File: config.mk
export PLATFORM = sky130hd
export DESIGN_NAME = ordered_deque_with_positional_insert
export DESIGN_NICKNAME = d
export VERILOG_FILES = /design/src/design/odpi_pkg.sv /design/src/design/odpi_datapath.sv /design/src/design/odpi_ctrl.sv /design/src/design/ordered_deque_with_positional_insert.sv
export SDC_FILE = /design/constraint.sdc
export NUM_CORES = 2
export LEC_CHECK = 0
export BUFFER_PORTS_ARGS = -buffer_cell sky130_fd_sc_hd__buf_2
export CAP_MARGIN = 10
export CORE_MARGIN = 2
export CORE_UTILIZATION = 60
export CTS_CLUSTER_DIAMETER = 120
export CTS_CLUSTER_SIZE = 40
export DETAILED_ROUTE_END_ITERATION = 8
export GPL_TIMING_DRIVEN = 0
export HOLD_SLACK_MARGIN = 0.1
export PLACE_DENSITY = 0.77
export RECOVER_POWER = 50
export SYNTH_ARGS = -nofsm -noshare
export SYNTH_HDL_FRONTEND = slang
export SYNTH_SLANG_ARGS = --single-unit
File: constraint.sdc
create_clock -name clk -period 13 [get_ports clk]
set_clock_uncertainty 0.1 [all_clocks]
set_input_delay 0 -clock clk [delete_from_list [all_inputs] [get_ports clk]]
set_output_delay 0 -clock clk [all_outputs]
set_load 0.02 [all_outputs]
File: src/design/odpi_pkg.sv
// ----------------------------------------------------------------------------
// odpi_pkg
// Shared types, codes and sizes for the ordered deque with positional insert.
// ----------------------------------------------------------------------------
package odpi_pkg;

  localparam int DEPTH  = 32;
  localparam int CW     = $clog2(DEPTH + 1);           // element count width
  localparam int IW     = $clog2(DEPTH);               // cell index width
  localparam int POS_W  = 6;
  localparam int CMPW   = ((CW > POS_W) ? CW : POS_W) + 1;
  localparam int VAL_W  = 32;
  localparam int OP_W   = 3;
  localparam int STAT_W = 2;
  localparam int IN_W   = ((VAL_W + POS_W + 7) / 8) * 8;
  localparam int OUT_W  = ((VAL_W + STAT_W + 7) / 8) * 8;

  // operation codes
  localparam logic [OP_W-1:0] OP_INS_FRONT = 3'd0;
  localparam logic [OP_W-1:0] OP_INS_END   = 3'd1;
  localparam logic [OP_W-1:0] OP_INS_POS   = 3'd2;
  localparam logic [OP_W-1:0] OP_DEL_FRONT = 3'd3;
  localparam logic [OP_W-1:0] OP_DEL_END   = 3'd4;
  localparam logic [OP_W-1:0] OP_LIST_FWD  = 3'd5;
  localparam logic [OP_W-1:0] OP_LIST_BWD  = 3'd6;

  // status codes
  localparam logic [STAT_W-1:0] ST_OK     = 2'd0;
  localparam logic [STAT_W-1:0] ST_EMPTY  = 2'd1;
  localparam logic [STAT_W-1:0] ST_FULL   = 2'd2;
  localparam logic [STAT_W-1:0] ST_BADPOS = 2'd3;

  // controller to datapath
  typedef struct packed {
    logic accept_op;   // perform a non-listing op or an empty listing, load its status result
    logic list_start;  // latch direction, clear the listing index
    logic list_step;   // load the next listed element
  } cmd_t;

  // datapath to controller
  typedef struct packed {
    logic is_list;     // incoming op is a listing
    logic empty;       // no elements held
    logic list_last;   // current listing index is the final element
    logic out_free;    // output register can take a result this cycle
  } stat_t;

endpackage

File: src/design/odpi_datapath.sv
// ----------------------------------------------------------------------------
// odpi_datapath
// Cell row, element count, listing index and output register.
// ----------------------------------------------------------------------------
module odpi_datapath (
  input  logic                         clk,
  input  logic                         rst,
  input  logic [odpi_pkg::OP_W-1:0]    op,
  input  logic [odpi_pkg::IN_W-1:0]    in_data,
  input  odpi_pkg::cmd_t               cmd,
  output odpi_pkg::stat_t              stat,
  output logic                         out_valid,
  input  logic                         out_ready,
  output logic [odpi_pkg::OUT_W-1:0]   out_data,
  output logic                         out_last
);

  logic [odpi_pkg::VAL_W-1:0]  cells [odpi_pkg::DEPTH];
  logic [odpi_pkg::CW-1:0]     count;
  logic [odpi_pkg::IW-1:0]     list_idx;
  logic                        list_fwd;
  logic [odpi_pkg::VAL_W-1:0]  out_element;
  logic [odpi_pkg::STAT_W-1:0] out_status;

  logic [odpi_pkg::VAL_W-1:0]  value;
  logic [odpi_pkg::POS_W-1:0]  position;
  logic [odpi_pkg::CMPW-1:0]   pos_c;
  logic [odpi_pkg::CMPW-1:0]   cnt_c;
  logic [odpi_pkg::CMPW-1:0]   pos_m1;
  logic                        full;
  logic                        empty;
  logic                        bad_pos;
  logic [odpi_pkg::CW-1:0]     slot;
  logic [odpi_pkg::STAT_W-1:0] op_status;
  logic                        do_insert;
  logic                        do_del_front;
  logic                        do_del_end;
  logic [odpi_pkg::CW-1:0]     rev_idx;
  logic [odpi_pkg::IW-1:0]     rd_idx;

  assign value    = in_data[odpi_pkg::VAL_W-1:0];
  assign position = in_data[odpi_pkg::VAL_W +: odpi_pkg::POS_W];
  assign pos_c    = odpi_pkg::CMPW'(position);
  assign cnt_c    = odpi_pkg::CMPW'(count);
  assign pos_m1   = pos_c - odpi_pkg::CMPW'(1);
  assign full     = (count == odpi_pkg::CW'(odpi_pkg::DEPTH));
  assign empty    = (count == '0);
  assign bad_pos  = (pos_c == '0) || (pos_c > cnt_c + odpi_pkg::CMPW'(1));

  always_comb begin
    slot      = '0;
    op_status = odpi_pkg::ST_OK;
    case (op)
      odpi_pkg::OP_INS_FRONT: begin
        slot = '0;
        if (full) op_status = odpi_pkg::ST_FULL;
      end
      odpi_pkg::OP_INS_END: begin
        slot = count;
        if (full) op_status = odpi_pkg::ST_FULL;
      end
      odpi_pkg::OP_INS_POS: begin
        slot = pos_m1[odpi_pkg::CW-1:0];
        if (full) op_status = odpi_pkg::ST_FULL;
        else if (bad_pos) op_status = odpi_pkg::ST_BADPOS;
      end
      odpi_pkg::OP_DEL_FRONT, odpi_pkg::OP_DEL_END,
      odpi_pkg::OP_LIST_FWD, odpi_pkg::OP_LIST_BWD: begin
        if (empty) op_status = odpi_pkg::ST_EMPTY;
      end
      default: begin
        op_status = odpi_pkg::ST_OK;
      end
    endcase
  end

  assign do_insert    = cmd.accept_op && (op_status == odpi_pkg::ST_OK) &&
                        (op inside {odpi_pkg::OP_INS_FRONT, odpi_pkg::OP_INS_END,
                                    odpi_pkg::OP_INS_POS});
  assign do_del_front = cmd.accept_op && !empty && (op == odpi_pkg::OP_DEL_FRONT);
  assign do_del_end   = cmd.accept_op && !empty && (op == odpi_pkg::OP_DEL_END);

  // listing read address, front to back or back to front
  assign rev_idx = count - odpi_pkg::CW'(1) - odpi_pkg::CW'(list_idx);
  assign rd_idx  = list_fwd ? list_idx : rev_idx[odpi_pkg::IW-1:0];

  assign stat.is_list   = (op == odpi_pkg::OP_LIST_FWD) || (op == odpi_pkg::OP_LIST_BWD);
  assign stat.empty     = empty;
  assign stat.list_last = (odpi_pkg::CW'(list_idx) == count - odpi_pkg::CW'(1));
  assign stat.out_free  = !out_valid || out_ready;

  // cell row: shift up behind the insert slot, shift down on front delete
  always_ff @(posedge clk) begin
    if (do_insert) begin
      if (slot == '0) cells[0] <= value;
      for (int i = 1; i < odpi_pkg::DEPTH; i++) begin
        if (odpi_pkg::CW'(i) > slot) cells[i] <= cells[i-1];
        else if (odpi_pkg::CW'(i) == slot) cells[i] <= value;
      end
    end else if (do_del_front) begin
      for (int i = 0; i < odpi_pkg::DEPTH - 1; i++) begin
        cells[i] <= cells[i+1];
      end
    end
  end

  always_ff @(posedge clk) begin
    if (rst) begin
      count <= '0;
    end else if (do_insert) begin
      count <= count + odpi_pkg::CW'(1);
    end else if (do_del_front || do_del_end) begin
      count <= count - odpi_pkg::CW'(1);
    end
  end

  always_ff @(posedge clk) begin
    if (cmd.list_start) begin
      list_idx <= '0;
      list_fwd <= (op == odpi_pkg::OP_LIST_FWD);
    end else if (cmd.list_step) begin
      list_idx <= list_idx + odpi_pkg::IW'(1);
    end
  end

  // output register
  always_ff @(posedge clk) begin
    if (rst) begin
      out_valid <= 1'b0;
    end else if (cmd.accept_op || cmd.list_step) begin
      out_valid <= 1'b1;
    end else if (out_ready) begin
      out_valid <= 1'b0;
    end
  end

  always_ff @(posedge clk) begin
    if (cmd.accept_op) begin
      out_element <= '0;
      out_status  <= op_status;
      out_last    <= 1'b1;
    end else if (cmd.list_step) begin
      out_element <= cells[rd_idx];
      out_status  <= odpi_pkg::ST_OK;
      out_last    <= stat.list_last;
    end
  end

  assign out_data = odpi_pkg::OUT_W'({out_status, out_element});

endmodule

File: src/design/odpi_ctrl.sv
// ----------------------------------------------------------------------------
// odpi_ctrl
// Controller: takes one transaction at a time and walks listings.
// ----------------------------------------------------------------------------
module odpi_ctrl (
  input  logic            clk,
  input  logic            rst,
  input  logic            in_valid,
  output logic            in_ready,
  input  odpi_pkg::stat_t stat,
  output odpi_pkg::cmd_t  cmd
);

  localparam logic S_IDLE = 1'b0;
  localparam logic S_LIST = 1'b1;

  logic state;
  logic state_next;
  logic accept;

  assign in_ready = (state == S_IDLE) && stat.out_free;
  assign accept   = in_valid && in_ready;

  always_comb begin
    state_next     = state;
    cmd.accept_op  = 1'b0;
    cmd.list_start = 1'b0;
    cmd.list_step  = 1'b0;
    case (state)
      S_IDLE: begin
        if (accept) begin
          if (stat.is_list && !stat.empty) begin
            cmd.list_start = 1'b1;
            state_next     = S_LIST;
          end else begin
            cmd.accept_op = 1'b1;
          end
        end
      end
      S_LIST: begin
        // hold the input until the final element is loaded
        if (stat.out_free) begin
          cmd.list_step = 1'b1;
          if (stat.list_last) state_next = S_IDLE;
        end
      end
      default: begin
        state_next = S_IDLE;
      end
    endcase
  end

  always_ff @(posedge clk) begin
    if (rst) begin
      state <= S_IDLE;
    end else begin
      state <= state_next;
    end
  end

endmodule

File: src/design/ordered_deque_with_positional_insert.sv
// ----------------------------------------------------------------------------
// ordered_deque_with_positional_insert
// Holds up to 32 signed 32-bit values in order; inserts at the front, end or
// a 1-based position, deletes at either end, and lists the contents.
// ----------------------------------------------------------------------------
// Each transaction on the s_ side is one operation. Inserts and front deletes
// shift the register row of cells, an end delete only lowers the count, and
// each gives one status result; a new one can follow while the m_ side keeps
// up. A listing holds the input while it runs a start step and then loads one
// element per cycle while the m_ side keeps up, set by the single read port of
// the cell row; an empty listing answers at once with status empty. The final
// result of every operation has m_tlast high. No clearing pass follows reset.
module ordered_deque_with_positional_insert (
  input  logic                         clk,
  input  logic                         rst,
  input  logic                         s_tvalid,
  output logic                         s_tready,
  input  logic [odpi_pkg::IN_W-1:0]    s_tdata,   // value[31:0], position[37:32], zero pad
  input  logic [odpi_pkg::OP_W-1:0]    s_tuser,   // op[2:0]
  output logic                         m_tvalid,
  input  logic                         m_tready,
  output logic [odpi_pkg::OUT_W-1:0]   m_tdata,   // element[31:0], status[33:32], zero pad
  output logic                         m_tlast
);

  odpi_pkg::cmd_t  cmd;
  odpi_pkg::stat_t stat;

  odpi_ctrl u_ctrl (
    .clk      (clk),
    .rst      (rst),
    .in_valid (s_tvalid),
    .in_ready (s_tready),
    .stat     (stat),
    .cmd      (cmd)
  );

  odpi_datapath u_datapath (
    .clk       (clk),
    .rst       (rst),
    .op        (s_tuser),
    .in_data   (s_tdata),
    .cmd       (cmd),
    .stat      (stat),
    .out_valid (m_tvalid),
    .out_ready (m_tready),
    .out_data  (m_tdata),
    .out_last  (m_tlast)
  );

endmodule
==> impl_metrics.toml <==
[run]
drv_cap = 15

[critical_path]
reg2reg_from = "u_datapath.count[2]"
critical_path_class = "flip-flop to flip-flop"
cp_slowest_stage_delay_ns = 2.09
reg2reg_depth = 15
cp-end-kind = "flip-flop"
worstPathRequired_ns = 13.30
critPathMaxFanout = 21
rrSetupSlack_ns = 6.27
r2r_end = "u_datapath.cells[2][13]"
arrival_ns = 7.03
cpMaxStageDelayCell = "o21ai_0"
cp-start-kind = "flip-flop"
cp_cell_sequence = "clkbuf_1, nand3_1, nor2_1, xnor2_1, ha_1, nand3_1, a21oi_1, o31ai_1, a21o_1, nand2_1, inv_1, clkbuf_1, nand2_1, o21ai_0, buf_12"

[timing]
period_share = 0.518
drv_slew = 205
worst_pin_slew_ns = 2.73
max_slew_margin = -0.838
fmax_ghz = 0.149
rsz0062_at_grt = "false"
setup_viol_count_final = 0
final-hold-violation-count = 0
post-route-min-period_ns = 6.73
tns_ns = 0

[routing]
num_vias = 52117
drtPass1Iterations = 6
wl_met1_mm = 87.8
viasPerCell = 7.40
drc_errors = 0
drt_iter0_drc = 9218
drt-total-wl_mm = 248
ant_nets = 0
wl_met2_mm = 105
wl_per_cell_um = 35.2
wl_met3_mm = 37.5
highest_layer = "met5"

[final_layout]
area_growth_pct = 7.10
final_common_cell = "nand2_1"
instances_no_fill = 7039
nets = 5706
drive_gt1_frac = 0.101
final_cell_mix = "nand2_1 (1206), edfxtp_1 (1027), o21ai_0 (673)"

[logic_synthesis]
synthTopCellsByArea = "edfxtp_1 (50%), mux2i_1 (10%), mux4_2 (9.3%), nand2_1 (7.3%), o21ai_0 (4.4%)"
synthArstFlopShare = 0
synth_seq_area_share = 0.512
synth_cell_types = 71
synth_top_area_frac = 0.497
synth_area_leader_cell = "edfxtp_1"
avgSynthCellArea_um2 = 11.4
synth_warnings = 0
synth_seq_cells = 1073
synthCells = 5422
synth-edff-count = 1027
syn_area_um2 = 62000
synthFlopType = "edfxtp_1"

[cts]
cts_max_path_buffers = 3
cts_resized = 0
cts-root-buf = "clkbuf_16"
clk_pin_slew_ns = 0.14
numCtsBuffers = 37
cts_tree = "done"
clk_latency_ns = 0.70
htreeDepth = 2
clock_sinks = 1073

[floorplan]
fp.coreArea_um2 = 102000
initial_core_util = 0.607
dieArea_um2 = 106000
rows = 117
die_y_um = 325
die_w_um = 325
io_pins = 90

[global_route]
track_usage = 0.458
antenna_found_initial = 5
grt_overflow_total = 0
grt_pass1_wl_mm = 349
grt_max_degree = 42
grt_pass1_vias = 48724

[status]
violations = "max-capacitance violations, max-slew violations"
outcome = "finished, violations left"

[min_path]
hold_path_class = "input pin to flip-flop"
worstHoldPathCells = 3
hold_start = "rst"
hold-path-endpoint = "u_datapath.count[4]"

[pwr]
leakage_nw = 24.0
power_density_nw_per_um2 = 156
irDropWorstVdd_uv = 114

[place]
placed_cells = 6912
gp_congestion = 1.03
hpwlAfterDp_mm = 195
portBuffers = 79
[cells by family after synthesis]
family	count (synthesis)	share of synthesized area
AO/OA/AOI/OAI	1227	0.125
flip-flops	1073	0.512
adder cells (fa/ha/maj)	16	0.00335
other	1	0.0000605
AND/OR/NAND/NOR	1543	0.106
XOR/XNOR	22	0.00323
buffers and inverters	570	0.0396
multiplexers	970	0.210
[report_power, final]
part / switching [W] / internal (W)
Sequential: 0.000234 / 0.00413
Clock: 0.00122 / 0.000610
Combinational: 0.00259 / 0.00155
Total: 0.00405 / 0.00629
[how the worst max path moves through the flow]
stage	start	slack (ns)	endpoint
floorplan	u_datapath.count[2]	7.09	u_datapath.cells[11][0]
global placement	u_datapath.count[2]	3.82	u_datapath.cells[1][27]
detailed placement	u_datapath.count[0]	6.93	u_datapath.out_element[10]
CTS	u_datapath.count[0]	6.91	u_datapath.out_element[10]
global route	u_datapath.count[2]	6.09	u_datapath.cells[2][12]
finish	u_datapath.count[2]	6.27	u_datapath.cells[2][13]
[worst max-delay path: cells and delay by family (launching register included)]
kind | cells | cell delay, ns
AOI/OAI and AO/OA | 4 | 2.84
DFF | 1 | 0.40
adders and majority gates | 1 | 0.28
xor gates and xnor gates | 1 | 0.17
and+or+nand+nor | 5 | 0.86
buffers and inverters | 4 | 1.77
[layer usage]
layer	vias to the layer above	global-route usage
met4	4	0.261
met5	-	0
met3	746	0.135
li1	20888	-
met1	25750	0.622
met2	4729	0.660
[Yosys cell counts (4+ instances only)]
master and n:
or3_1 4, nand3b_1 8, mux4_2 256, nand2b_1 7, o21ai_0 550, xnor2_1 15
nand2_1 1208, buf_4 53, buf_2 53, o211ai_1 68, a21oi_1 25, nor2b_1 5
a31oi_1 35, o31ai_1 4, a221o_1 119, nor4_2 4, mux2_2 72, and2_1 123
a22oi_1 224, nand4_1 5, buf_6 7, nand3_1 49, nand4_2 9, nor3b_1 10
xor2_1 6, inv_1 18, mux2i_1 618, clkbuf_1 391, o21ai_1 145, a32oi_1 34
nor2_1 71, dfxtp_1 46, buf_1 48, edfxtp_1 1027, ha_1 15, mux2_1 24
nor3_1 9
[stage by stage]
| step | hold slack, ns | util | power [W] | setup WS, ns | instance area, um^2 |
|---|---|---|---|---|---|
| floorplan | 0.0519 | - | 0.00667 | 7.09 | 62000 |
| global placement | 0.187 | 0.628 | 0.00817 | 3.82 | 64100 |
| detailed placement | 0.194 | 0.637 | 0.00830 | 6.93 | 65100 |
| CTS | 0.168 | 0.654 | 0.0100 | 6.91 | 66800 |
| global route | 0.199 | 0.650 | 0.0104 | 6.09 | 66400 |
| finish | 0.182 | 0.650 | 0.0103 | 6.27 | 66400 |
[area by class of cell]
cell class	instances	area [um^2]
Clock inverter	18	270
Multi-Input combinational cell	3784	27800
Clock buffer	46	990
Timing Repair Buffer	177	1550
Tap cell	1368	1710
Antenna cell	3	7.51
Buffer	552	2230
Fill cell	8355	35800
Inverter	18	67.6
Sequential cell	1073	31800
[sequential cells by signal, summed over array words and instances, names as in the netlist]
register,cells
u_ctrl.state,1
u_datapath.cells,1024
u_datapath.count,6
u_datapath.list_fwd,1
u_datapath.list_idx,5
u_datapath.out_element,32
u_datapath.out_last,1
u_datapath.out_status,2
u_datapath.out_valid,1
[repair_timing]
| item | CTS | global route |
|---|---|---|
| setup buffers | 0 | 0 |
| hold buffers | 48 | 0 |
| endpoints found under the hold margin | 287 | 0 |
(Power assumes the default switching activity.)
